### config.mk
export PLATFORM = sky130hd
export DESIGN_NAME = service_watchdog_restart_supervisor_unit
export DESIGN_NICKNAME = d
export VERILOG_FILES = /design/src/swrs_pkg.sv /design/src/swrs_ctrl.sv /design/src/swrs_dp.sv /design/src/service_watchdog_restart_supervisor_unit.sv
export SDC_FILE = /design/constraint.sdc
export NUM_CORES = 1
export LEC_CHECK = 0
export BUFFER_PORTS_ARGS = -buffer_cell sky130_fd_sc_hd__buf_2
export CORE_MARGIN = 4
export CORE_UTILIZATION = 35
export CTS_BUF_LIST = sky130_fd_sc_hd__clkbuf_2
export DETAILED_ROUTE_END_ITERATION = 16
export PLACE_DENSITY = 0.51
export REMOVE_ABC_BUFFERS = 1
export SLEW_MARGIN = 10
export SYNTH_ARGS = -nofsm -noshare
export SYNTH_HDL_FRONTEND = slang
export SYNTH_SLANG_ARGS = --single-unit
### constraint.sdc
create_clock -name clock -period 10.89 [get_ports clock]
set_clock_uncertainty 0.1 [all_clocks]
set_input_delay 1.089 -clock clock [delete_from_list [all_inputs] [get_ports clock]]
set_output_delay 1.089 -clock clock [all_outputs]
set_load 0.05 [all_outputs]
### src/swrs_pkg.sv
// ----------------------------------------------------------------------------
// swrs_pkg
// Shared types and constants of the service watchdog restart supervisor.
// ----------------------------------------------------------------------------
package swrs_pkg;

   localparam int SLOT_COUNT_DEF = 8;
   localparam int SLOT_FIELD_W = 3;
   localparam int CSR_INDEX_W = 2;
   localparam int CSR_DATA_W = 64;

   localparam logic [12:0] BACKOFF_BASE_MS = 13'd1000;
   localparam logic [12:0] BACKOFF_CAP_MS = 13'd8000;
   localparam logic [7:0] ON_CRASH_LIMIT = 8'd3;
   localparam logic [7:0] CRASH_MAX = 8'hFF;
   localparam logic [17:0] MS_PER_S = 18'd1000;
   localparam logic [31:0] DUE_WINDOW = 32'h7FFF_FFFF;

   typedef enum logic [1:0] {
      OP_LAUNCH = 2'd0,
      OP_BEAT = 2'd1,
      OP_POLL = 2'd2,
      OP_NONE = 2'd3
   } op_type;

   typedef enum logic [2:0] {
      ACT_STARTED = 3'd0,
      ACT_RESTART = 3'd1,
      ACT_RETIRE = 3'd2,
      ACT_REBOOT = 3'd3,
      ACT_UNKNOWN = 3'd4
   } action_type;

   typedef enum logic [CSR_INDEX_W-1:0] {
      CSR_SERVICE_ENABLE = 2'd0,
      CSR_RESTART_MODES = 2'd1,
      CSR_ESSENTIAL_MASK = 2'd2,
      CSR_HEARTBEAT_TIMEOUTS = 2'd3
   } csr_index_type;

   localparam logic [1:0] MODE_ALWAYS = 2'd0;
   localparam logic [1:0] MODE_ON_CRASH = 2'd1;

   typedef struct packed {
      logic load;
      logic step;
      logic flush;
      logic [SLOT_FIELD_W-1:0] idx;
   } cmd_type;

   typedef struct packed {
      logic out_free;
      logic halted;
   } stat_type;

endpackage

### src/swrs_ctrl.sv
// ----------------------------------------------------------------------------
// swrs_ctrl
// Sequencer: accepts a request, walks the slots one per cycle unless stalled
// (a heartbeat is a single step), flushes the held result with its last mark.
// ----------------------------------------------------------------------------
module swrs_ctrl import swrs_pkg::*; #(
   parameter int SLOT_COUNT = SLOT_COUNT_DEF
) (
   input  logic       clock,
   input  logic       reset,
   input  logic       req_valid,
   input  logic [1:0] req_op,
   output logic       req_stall,
   input  stat_type   stat,
   output cmd_type    cmd
);

   localparam int SLOT_W = (SLOT_COUNT > 1) ? $clog2(SLOT_COUNT) : 1;
   localparam logic [SLOT_W-1:0] LAST_SLOT = SLOT_W'(SLOT_COUNT - 1);

   typedef enum logic [1:0] {
      S_IDLE,
      S_WALK,
      S_BEAT,
      S_FLUSH
   } state_type;

   state_type         state_ff;
   logic [SLOT_W-1:0] idx_ff;
   logic              req_stall_ff;
   logic              accept;

   assign req_stall = req_stall_ff;
   assign accept = req_valid && !req_stall_ff;

   always_comb begin
      cmd.load = accept;
      cmd.step = 1'b0;
      cmd.flush = 1'b0;
      cmd.idx = SLOT_FIELD_W'(idx_ff);
      unique case (state_ff)
         S_IDLE: begin
         end
         S_WALK: begin
            cmd.step = stat.out_free && !stat.halted;
         end
         S_BEAT: begin
            cmd.step = stat.out_free;
         end
         S_FLUSH: begin
            cmd.flush = stat.out_free;
         end
         default: begin
         end
      endcase
   end

   always_ff @(posedge clock) begin
      if (reset) begin
         state_ff <= S_IDLE;
         idx_ff <= '0;
         req_stall_ff <= 1'b0;
      end else begin
         unique case (state_ff)
            S_IDLE: begin
               if (accept && !stat.halted) begin
                  unique case (op_type'(req_op)) inside
                     OP_LAUNCH, OP_POLL: begin
                        state_ff <= S_WALK;
                        idx_ff <= '0;
                        req_stall_ff <= 1'b1;
                     end
                     OP_BEAT: begin
                        state_ff <= S_BEAT;
                        req_stall_ff <= 1'b1;
                     end
                     default: begin
                     end
                  endcase
               end
            end
            S_WALK: begin
               if (stat.halted) begin
                  state_ff <= S_FLUSH;
               end else if (stat.out_free) begin
                  if (idx_ff == LAST_SLOT) begin
                     state_ff <= S_FLUSH;
                  end else begin
                     idx_ff <= idx_ff + 1'b1;
                  end
               end
            end
            S_BEAT: begin
               if (stat.out_free) begin
                  state_ff <= S_FLUSH;
               end
            end
            S_FLUSH: begin
               if (stat.out_free) begin
                  state_ff <= S_IDLE;
                  req_stall_ff <= 1'b0;
               end
            end
            default: begin
               state_ff <= S_IDLE;
            end
         endcase
      end
   end

endmodule

### src/swrs_dp.sv
// ----------------------------------------------------------------------------
// swrs_dp
// Datapath: configuration registers, per-slot supervision state, the slot
// evaluation unit, the held result and the response register.
// ----------------------------------------------------------------------------
module swrs_dp import swrs_pkg::*; #(
   parameter int SLOT_COUNT = SLOT_COUNT_DEF
) (
   input  logic                    clock,
   input  logic                    reset,
   input  logic                    csr_write,
   input  logic [CSR_INDEX_W-1:0]  csr_index,
   input  logic [CSR_DATA_W-1:0]   csr_wdata,
   input  logic [1:0]              req_op,
   input  logic [SLOT_FIELD_W-1:0] req_slot,
   input  logic [31:0]             req_now_ms,
   input  logic [7:0]              req_alive_mask,
   input  cmd_type                 cmd,
   output stat_type                stat,
   input  logic                    rsp_stall,
   output logic                    rsp_valid,
   output logic [2:0]              rsp_action,
   output logic [2:0]              rsp_slot_index,
   output logic [7:0]              rsp_crash_total,
   output logic [12:0]             rsp_retry_delay,
   output logic                    rsp_last
);

   localparam int SLOT_W = (SLOT_COUNT > 1) ? $clog2(SLOT_COUNT) : 1;

   logic [7:0]  enable_ff;
   logic [15:0] modes_ff;
   logic [7:0]  essential_ff;
   logic [63:0] timeouts_ff;

   op_type                  op_ff;
   logic [SLOT_FIELD_W-1:0] slot_ff;
   logic [31:0]             now_ff;
   logic [7:0]              alive_ff;

   logic [SLOT_COUNT-1:0] in_service_ff, in_service_in;
   logic [SLOT_COUNT-1:0] has_task_ff, has_task_in;
   logic [SLOT_COUNT-1:0] restart_wait_ff, restart_wait_in;
   logic [SLOT_COUNT-1:0] beat_seen_ff, beat_seen_in;
   logic                  halted_ff, halted_in;
   logic [7:0]            crashes_ff [SLOT_COUNT];
   logic [31:0]           restart_time_ff [SLOT_COUNT];
   logic [31:0]           last_beat_ff [SLOT_COUNT];

   logic        pend_valid_ff, pend_valid_in;
   action_type  pend_action_ff, pend_action_in;
   logic [2:0]  pend_slot_ff, pend_slot_in;
   logic [7:0]  pend_crash_ff, pend_crash_in;
   logic [12:0] pend_back_ff, pend_back_in;

   logic        rsp_valid_ff, rsp_valid_in;
   action_type  rsp_action_ff, rsp_action_in;
   logic [2:0]  rsp_slot_ff, rsp_slot_in;
   logic [7:0]  rsp_crash_ff, rsp_crash_in;
   logic [12:0] rsp_back_ff, rsp_back_in;
   logic        rsp_last_ff, rsp_last_in;

   logic [SLOT_W-1:0] i;
   logic [SLOT_W-1:0] beat_idx;
   logic              beat_known;
   logic [7:0]        tmo;
   logic [17:0]       limit_ms;
   logic              expired;
   logic              due;
   logic              slot_ok;
   logic              refresh;
   logic [7:0]        crash_cur;
   logic [7:0]        crash_inc;
   logic [1:0]        mode;
   logic              again;
   logic [12:0]       back;
   logic              out_free;

   logic        crash_wr, lb_wr, rt_wr;
   logic [7:0]  crash_wdata;
   logic        res_valid;
   action_type  res_action;
   logic [2:0]  res_slot;
   logic [7:0]  res_crash;
   logic [12:0] res_back;

   assign i = cmd.idx[SLOT_W-1:0];
   assign beat_idx = slot_ff[SLOT_W-1:0];
   assign beat_known = (32'(slot_ff) < 32'(SLOT_COUNT)) && in_service_ff[beat_idx];

   assign tmo = timeouts_ff[{i, 3'b000} +: 8];
   assign limit_ms = 18'(tmo) * MS_PER_S;
   assign expired = (now_ff - last_beat_ff[i]) >= 32'(limit_ms);
   assign due = (now_ff - restart_time_ff[i]) < DUE_WINDOW;
   assign slot_ok = has_task_ff[i] && alive_ff[i]
                    && ((tmo == 8'd0) || beat_seen_ff[i] || !expired);
   assign refresh = has_task_ff[i] && alive_ff[i] && (tmo != 8'd0) && beat_seen_ff[i];

   assign crash_cur = crashes_ff[i];
   assign crash_inc = (crash_cur == CRASH_MAX) ? crash_cur : crash_cur + 8'd1;
   assign mode = modes_ff[{i, 1'b0} +: 2];
   assign again = (mode == MODE_ALWAYS) || ((mode == MODE_ON_CRASH) && (crash_inc <= ON_CRASH_LIMIT));
   assign back = (crash_inc <= ON_CRASH_LIMIT)
                 ? 13'(BACKOFF_BASE_MS << 2'(crash_inc - 8'd1)) : BACKOFF_CAP_MS;

   assign out_free = !rsp_valid_ff || !rsp_stall;
   assign stat.out_free = out_free;
   assign stat.halted = halted_ff;

   always_comb begin
      in_service_in = in_service_ff;
      has_task_in = has_task_ff;
      restart_wait_in = restart_wait_ff;
      beat_seen_in = beat_seen_ff;
      halted_in = halted_ff;
      crash_wr = 1'b0;
      crash_wdata = 8'd0;
      lb_wr = 1'b0;
      rt_wr = 1'b0;
      res_valid = 1'b0;
      res_action = ACT_STARTED;
      res_slot = cmd.idx;
      res_crash = 8'd0;
      res_back = 13'd0;
      if (cmd.step) begin
         unique case (op_ff)
            OP_LAUNCH: begin
               if (enable_ff[i]) begin
                  in_service_in[i] = 1'b1;
                  has_task_in[i] = 1'b1;
                  restart_wait_in[i] = 1'b0;
                  beat_seen_in[i] = 1'b0;
                  crash_wr = 1'b1;
                  lb_wr = 1'b1;
                  res_valid = 1'b1;
               end
            end
            OP_BEAT: begin
               if (beat_known) begin
                  beat_seen_in[beat_idx] = 1'b1;
               end else begin
                  res_valid = 1'b1;
                  res_action = ACT_UNKNOWN;
                  res_slot = slot_ff;
               end
            end
            OP_POLL: begin
               if (in_service_ff[i]) begin
                  if (restart_wait_ff[i]) begin
                     if (due) begin
                        has_task_in[i] = 1'b1;
                        restart_wait_in[i] = 1'b0;
                        beat_seen_in[i] = 1'b0;
                        lb_wr = 1'b1;
                        res_valid = 1'b1;
                        res_crash = crash_cur;
                     end
                  end else if (slot_ok) begin
                     if (refresh) begin
                        beat_seen_in[i] = 1'b0;
                        lb_wr = 1'b1;
                     end
                  end else begin
                     crash_wr = 1'b1;
                     crash_wdata = crash_inc;
                     has_task_in[i] = 1'b0;
                     res_valid = 1'b1;
                     res_crash = crash_inc;
                     if (again) begin
                        rt_wr = 1'b1;
                        restart_wait_in[i] = 1'b1;
                        res_action = ACT_RESTART;
                        res_back = back;
                     end else if (essential_ff[i]) begin
                        halted_in = 1'b1;
                        res_action = ACT_REBOOT;
                     end else begin
                        in_service_in[i] = 1'b0;
                        beat_seen_in[i] = 1'b0;
                        crash_wdata = 8'd0;
                        res_action = ACT_RETIRE;
                        res_crash = 8'd0;
                     end
                  end
               end
            end
            default: begin
            end
         endcase
      end
   end

   always_comb begin
      pend_valid_in = pend_valid_ff;
      pend_action_in = pend_action_ff;
      pend_slot_in = pend_slot_ff;
      pend_crash_in = pend_crash_ff;
      pend_back_in = pend_back_ff;
      rsp_valid_in = rsp_valid_ff && rsp_stall;
      rsp_action_in = rsp_action_ff;
      rsp_slot_in = rsp_slot_ff;
      rsp_crash_in = rsp_crash_ff;
      rsp_back_in = rsp_back_ff;
      rsp_last_in = rsp_last_ff;
      if ((res_valid && pend_valid_ff) || (cmd.flush && pend_valid_ff)) begin
         rsp_valid_in = 1'b1;
         rsp_action_in = pend_action_ff;
         rsp_slot_in = pend_slot_ff;
         rsp_crash_in = pend_crash_ff;
         rsp_back_in = pend_back_ff;
         rsp_last_in = cmd.flush;
      end
      if (res_valid) begin
         pend_valid_in = 1'b1;
         pend_action_in = res_action;
         pend_slot_in = res_slot;
         pend_crash_in = res_crash;
         pend_back_in = res_back;
      end else if (cmd.flush) begin
         pend_valid_in = 1'b0;
      end
   end

   always_ff @(posedge clock) begin
      if (reset) begin
         enable_ff <= '0;
         modes_ff <= '0;
         essential_ff <= '0;
         timeouts_ff <= '0;
      end else if (csr_write) begin
         unique case (csr_index_type'(csr_index))
            CSR_SERVICE_ENABLE: enable_ff <= csr_wdata[7:0];
            CSR_RESTART_MODES: modes_ff <= csr_wdata[15:0];
            CSR_ESSENTIAL_MASK: essential_ff <= csr_wdata[7:0];
            CSR_HEARTBEAT_TIMEOUTS: timeouts_ff <= csr_wdata;
            default: begin
            end
         endcase
      end
   end

   always_ff @(posedge clock) begin
      if (reset) begin
         in_service_ff <= '0;
         has_task_ff <= '0;
         restart_wait_ff <= '0;
         beat_seen_ff <= '0;
         halted_ff <= 1'b0;
         pend_valid_ff <= 1'b0;
         rsp_valid_ff <= 1'b0;
         for (int k = 0; k < SLOT_COUNT; k++) begin
            crashes_ff[k] <= 8'd0;
         end
      end else begin
         in_service_ff <= in_service_in;
         has_task_ff <= has_task_in;
         restart_wait_ff <= restart_wait_in;
         beat_seen_ff <= beat_seen_in;
         halted_ff <= halted_in;
         pend_valid_ff <= pend_valid_in;
         rsp_valid_ff <= rsp_valid_in;
         if (crash_wr) begin
            crashes_ff[i] <= crash_wdata;
         end
      end
   end

   always_ff @(posedge clock) begin
      if (cmd.load) begin
         op_ff <= op_type'(req_op);
         slot_ff <= req_slot;
         now_ff <= req_now_ms;
         alive_ff <= req_alive_mask;
      end
      if (lb_wr) begin
         last_beat_ff[i] <= now_ff;
      end
      if (rt_wr) begin
         restart_time_ff[i] <= now_ff + 32'(back);
      end
      pend_action_ff <= pend_action_in;
      pend_slot_ff <= pend_slot_in;
      pend_crash_ff <= pend_crash_in;
      pend_back_ff <= pend_back_in;
      rsp_action_ff <= rsp_action_in;
      rsp_slot_ff <= rsp_slot_in;
      rsp_crash_ff <= rsp_crash_in;
      rsp_back_ff <= rsp_back_in;
      rsp_last_ff <= rsp_last_in;
   end

   assign rsp_valid = rsp_valid_ff;
   assign rsp_action = rsp_action_ff;
   assign rsp_slot_index = rsp_slot_ff;
   assign rsp_crash_total = rsp_crash_ff;
   assign rsp_retry_delay = rsp_back_ff;
   assign rsp_last = rsp_last_ff;

endmodule

### src/service_watchdog_restart_supervisor_unit.sv
// ----------------------------------------------------------------------------
// service_watchdog_restart_supervisor_unit
// Multi-slot service watchdog with exponential backoff restart.
// ----------------------------------------------------------------------------
// One request is handled at a time. A launch or poll request walks the slots
// through a single shared slot evaluation unit, one slot per cycle, and
// req_stall holds off the next request until the walk and the flush are
// done, as it does for a heartbeat. Each result is held until the next result
// or the flush so that the last mark can be set, and the walk pauses while
// rsp_stall holds a full response register. After a reboot request every
// later request is accepted and dropped until reset.
module service_watchdog_restart_supervisor_unit import swrs_pkg::*; #(
   parameter int SLOT_COUNT = SLOT_COUNT_DEF
) (
   input  logic                    clock,
   input  logic                    reset,
   input  logic                    csr_write,
   input  logic [CSR_INDEX_W-1:0]  csr_index,
   input  logic [CSR_DATA_W-1:0]   csr_wdata,
   input  logic                    req_valid,
   output logic                    req_stall,
   input  logic [1:0]              req_op,
   input  logic [SLOT_FIELD_W-1:0] req_slot,
   input  logic [31:0]             req_now_ms,
   input  logic [7:0]              req_alive_mask,
   output logic                    rsp_valid,
   input  logic                    rsp_stall,
   output logic [2:0]              rsp_action,
   output logic [2:0]              rsp_slot_index,
   output logic [7:0]              rsp_crash_total,
   output logic [12:0]             rsp_retry_delay,
   output logic                    rsp_last
);

   cmd_type  cmd;
   stat_type stat;

   swrs_ctrl #(
      .SLOT_COUNT(SLOT_COUNT)
   ) u_ctrl (
      .clock     (clock),
      .reset     (reset),
      .req_valid (req_valid),
      .req_op    (req_op),
      .req_stall (req_stall),
      .stat      (stat),
      .cmd       (cmd)
   );

   swrs_dp #(
      .SLOT_COUNT(SLOT_COUNT)
   ) u_dp (
      .clock           (clock),
      .reset           (reset),
      .csr_write       (csr_write),
      .csr_index       (csr_index),
      .csr_wdata       (csr_wdata),
      .req_op          (req_op),
      .req_slot        (req_slot),
      .req_now_ms      (req_now_ms),
      .req_alive_mask  (req_alive_mask),
      .cmd             (cmd),
      .stat            (stat),
      .rsp_stall       (rsp_stall),
      .rsp_valid       (rsp_valid),
      .rsp_action      (rsp_action),
      .rsp_slot_index  (rsp_slot_index),
      .rsp_crash_total (rsp_crash_total),
      .rsp_retry_delay (rsp_retry_delay),
      .rsp_last        (rsp_last)
   );

   a_busy_after_request: assert property (@(posedge clock) disable iff (reset)
      (req_valid && !req_stall && !stat.halted
       && (req_op == OP_LAUNCH || req_op == OP_BEAT || req_op == OP_POLL)) |=> req_stall)
      else $error("request accepted without entering the walk");

   a_reboot_is_last: assert property (@(posedge clock) disable iff (reset)
      (rsp_valid && rsp_action == ACT_REBOOT) |-> rsp_last)
      else $error("reboot request not the final response");

   a_backoff_only_on_restart: assert property (@(posedge clock) disable iff (reset)
      (rsp_valid && rsp_action != ACT_RESTART) |-> (rsp_retry_delay == 13'd0))
      else $error("backoff reported on a non-restart response");

endmodule
==> key figures <==
Global route
  – Vias in the first global route: around 27000
  – Maximum number of pins on one net before global-route repair: 76
  – Initial antenna violation count: 5
  – Global route overflow: 0
  – Tot GR Track Use: between 10% and 20%
  – First-pass GRT wire length: 166.4 mm

Power and ir drop
  – Lkg Pwr: approximately 16 nW
  – VDD IR-drop max: between 0.09 and 0.1 mV
  – Power density relative to cell area: approximately 160 nW/um2

Logic synthesis
  – Yosys warning count: 0
  – Mean area per synthesized cell: between 10 and 15 um2
  – EDFF count, synth: between 600 and 700
  – Area of the mapped netlist: ~38000 um2
  – Number of unique standard cell types used by synthesis: just over 90
  – Sequential area share after synthesis: 59.64%
  – Post-synth top flop: sky130_fd_sc_hd__edfxtp_1
  – Post-synth ARST share: 0%
  – Synthesized instance count: between 2000 and 3000
  – #FFs+latches synth: ~810

CTS
  – PostCTS Resize Cnt: 0
  – CTS root buf: sky130_fd_sc_hd__clkbuf_2
  – TritonCTS clock tree: done
  – Buffers from clock root to sink, at most: 3
  – Total CTS buffers: roughly 210
  – Skew-Pair Late Insertion Delay: 1490 ps
  – Clock sinks: between 800 and 900
  – Level count of the clock H-tree: 4
  – Clock edge transition at the registers on the reported setup and hold paths: around 110 ps

Timing
  – Headroom to the max-slew limit: between 10% and 20%
  – Final critical delay including setup and external delays: just over 10000 ps
  – Slew of the pin with the lowest slew margin: approximately 1200 ps
  – Final setup violation count: 0
  – Setup repair after global routing missed its margin: false
  – Max Slew Vio Count: 0
  – Count of final hold-check violations: 0
  – Final period utilization: between 90% and 100%
  – Fmax: ~100 MHz
  – Smallest setup slack after layout: between 700 and 800 ps

Cells and area
  – Number of fill cells in the layout: 10240
  – Sequential cell area: 22870 um2
  – Multi-input logic area: 14610 um2
  – Most common cell after layout, fill and taps aside: sky130_fd_sc_hd__edfxtp_1
  – Total number of nets in the final design: 3546
  – Commonest cells after routing, fill and taps aside: sky130_fd_sc_hd__edfxtp_1, sky130_fd_sc_hd__clkbuf_2, sky130_fd_sc_hd__nand2_1, sky130_fd_sc_hd__a21oi_1, sky130_fd_sc_hd__nor2_1
  – Share of cells above drive strength 1: 21.84%
  – Final core utilization: roughly two fifths
  – Layout Area Growth over Synthesis: 15.55%

Worst setup path
  – Most prevalent standard cell on the critical path: sky130_fd_sc_hd__o21ai_0
  – Cell with the biggest individual delay on the critical path: sky130_fd_sc_hd__fa_1
  – Maximum fanout encountered on the critical timing path: 30
  – Critical Path RT: 11760 ps
  – Critical Path Source Type: flop
  – Category of the worst setup path capture point: flop
  – Delay of the slowest cell on the worst path: roughly 570 ps
  – Class of the most critical setup path: reg2reg
  – Reg-to-reg slack, setup: 800 ps
  – Data arrival time of the critical path: between 10000 and 15000 ps

Detailed routing
  – Vias per cell: 5.388
  – Detailed Route WL: about 110 mm
  – Via count: 26110
  – Post-detailed-route DRC marker count: 0
  – Remaining antenna violation count: 0
  – Number of DRC markers in iteration 0: 2216
  – WL per Instance: between 20 and 25 um
  – Number of detailed-routing iterations run before antenna repair: 5

Job
  – # Max-Cap Violations: 0

Place
  – Gp weighted congestion: approximately 0.90
  – Setup slack at placement: between 900 and 1000 ps
  – Half-perimeter wire length after placement: roughly 73 mm
  – Port buffer count: about 140

Floorplan
  – Count of standard-cell rows: 121
  – Initial Utilization: 35.22%
  – Die width: between 300 and 400 um
  – Total die area: about 110000 um2
  – Number of top-level pins: between 100 and 150
  – Vert. Die Dim: about 340 um
  – Core region area: roughly 110000 um2

Hold path
  – Path type of the worst min-delay path: in2reg

Run status
  – Outcome: finished, final reports clean
## final cells by class
cell class	count	share of cell area (%)
tap	1414	3.994
sequential	808	51.64
clock buffer	294	3.322
multi-input combinational	1785	32.99
inverter	99	0.8389
timing repair buffer	362	6.214
antenna	6	0.03390
clock inverter	77	0.9745
## worst max-delay path, delay by kind of cell, from the launching register on
kind                     cells  cell delay (ps)
adder cells (fa/ha/maj)      6             2360
multiplexers                 2              890
XOR/XNOR                     2              370
AND/OR/NAND/NOR              5             1280
AO/OA/AOI/OAI               14             3370
buffers and inverters        5              860
flip-flops                   1              360
## cell usage after synthesis, types with 8 or more instances
cell | count | area share (%)
sky130_fd_sc_hd__a22oi_1 | 33 | 0.65
sky130_fd_sc_hd__o21bai_1 | 9 | 0.18
sky130_fd_sc_hd__nand2b_1 | 19 | 0.31
sky130_fd_sc_hd__or3_1 | 13 | 0.21
sky130_fd_sc_hd__and4_1 | 9 | 0.21
sky130_fd_sc_hd__a21o_1 | 25 | 0.49
sky130_fd_sc_hd__xor2_1 | 16 | 0.37
sky130_fd_sc_hd__and3_1 | 10 | 0.16
sky130_fd_sc_hd__nor2b_1 | 28 | 0.46
sky130_fd_sc_hd__a311oi_1 | 19 | 0.43
sky130_fd_sc_hd__o211a_1 | 8 | 0.21
sky130_fd_sc_hd__fa_1 | 24 | 1.3
sky130_fd_sc_hd__o31ai_1 | 12 | 0.24
sky130_fd_sc_hd__mux4_2 | 150 | 8.8
sky130_fd_sc_hd__nand4_1 | 31 | 0.51
sky130_fd_sc_hd__nor2_1 | 181 | 1.8
sky130_fd_sc_hd__mux2i_1 | 99 | 2.6
sky130_fd_sc_hd__dfxtp_1 | 140 | 7.3
sky130_fd_sc_hd__nand3_1 | 39 | 0.51
sky130_fd_sc_hd__inv_1 | 96 | 0.94
sky130_fd_sc_hd__o21ai_0 | 94 | 1.2
sky130_fd_sc_hd__a21oi_1 | 190 | 2.5
sky130_fd_sc_hd__nor3_1 | 37 | 0.48
sky130_fd_sc_hd__o21a_1 | 21 | 0.41
sky130_fd_sc_hd__and2_1 | 19 | 0.31
sky130_fd_sc_hd__a221oi_1 | 9 | 0.21
sky130_fd_sc_hd__a2111oi_0 | 9 | 0.21
sky130_fd_sc_hd__a211oi_1 | 14 | 0.27
sky130_fd_sc_hd__nor4_1 | 9 | 0.15
sky130_fd_sc_hd__o211ai_1 | 27 | 0.53
sky130_fd_sc_hd__ha_1 | 143 | 4.7
sky130_fd_sc_hd__mux2_2 | 14 | 0.41
sky130_fd_sc_hd__xnor2_1 | 46 | 1.1
sky130_fd_sc_hd__clkbuf_1 | 96 | 0.94
sky130_fd_sc_hd__or2_2 | 9 | 0.15
sky130_fd_sc_hd__nand2_1 | 286 | 2.8
sky130_fd_sc_hd__edfxtp_1 | 668 | 52
sky130_fd_sc_hd__a31oi_1 | 25 | 0.41
sky130_fd_sc_hd__buf_1 | 27 | 0.26
## registers in the layout, indices dropped and copies added (netlist names), 8 cells and up, named ones only
register and cells:
u_dp.enable_ff 8, u_dp.crashes_ff 64, u_dp.pend_crash_ff 8, u_dp.last_beat_ff 256, u_dp.restart_time_ff 256, u_dp.modes_ff 16, u_dp.pend_back_ff 9, u_dp.essential_ff 8
u_dp.timeouts_ff 64, u_dp.beat_seen_ff 8, u_dp.now_ff 32, u_dp.alive_ff 8, u_dp.rsp_retry_delay 9, u_dp.rsp_crash_total 8
## power by group
group	internal, W	leakage (nW)	switching [W]
Clock	0.000815	1.44	0.00128
Sequential	0.00349	7.28	0.0000676
Combinational	0.000591	6.78	0.000988
Total	0.00489	15.5	0.00234
## through the flow
step / setup TNS (ps) / std cells / hold WS, ps / power (W) / instance area, um2
finish: 0 / 4845 / 254.8 / 0.007232 / 44300
global route: 0 / 4844 / 82.29 / 0.007639 / 44290
CTS: 0 / 4839 / 16.05 / 0.007322 / 44280
detailed placement: 0 / 4318 / 307.2 / 0.005156 / 40880
global placement: 0 / 4318 / 317.3 / 0.005135 / 40880
floorplan: -372690 / 2692 / 300.3 / 0.004660 / 37710
## worst paths after layout
| check | start | end | cells after the start |
|---|---|---|---|
| max reg2reg | u_ctrl.idx_ff[1]$_SDFFE_PP0P_ | u_dp.crashes_ff[5][3]$_SDFFCE_PN0P_ | 34 |
| min | req_now_ms[25] | u_dp.now_ff[25]$_DFFE_PP_ | 2 |
| max | u_ctrl.idx_ff[1]$_SDFFE_PP0P_ | u_dp.crashes_ff[5][3]$_SDFFCE_PN0P_ | 34 |
| min reg2reg | u_dp.pend_crash_ff[7]$_SDFFCE_PN0P_ | u_dp.rsp_crash_total[7]$_DFFE_PP_ | 0 |
## layer usage
metal  global-route usage (%)  vias up  routed length [um]
met1                    25.64    13150               49240
met5                        0        -                  11
met2                    31.00      916               53080
met4                    5.776        2                2243
met3                    3.940      154                6682
li1                         -    11890                   -
## timing repair
action | in CTS | in global routing
setup buffers | 0 | 0
endpoints found under the hold margin | 151 | 0
hold buffers | 150 | 0
## logic make-up after synthesis
kind of cell / after synthesis / share of synthesized area, %
flip-flops: 808 / 59.64
buffers and inverters: 243 / 2.627
AO/OA/AOI/OAI: 564 / 9.612
XOR/XNOR: 62 / 1.417
other: 1 / 0.009782
AND/OR/NAND/NOR: 721 / 8.718
multiplexers: 268 / 12.06
adder cells (fa/ha/maj): 167 / 5.921
No activity file was read; power rests on OpenSTA's default activity.
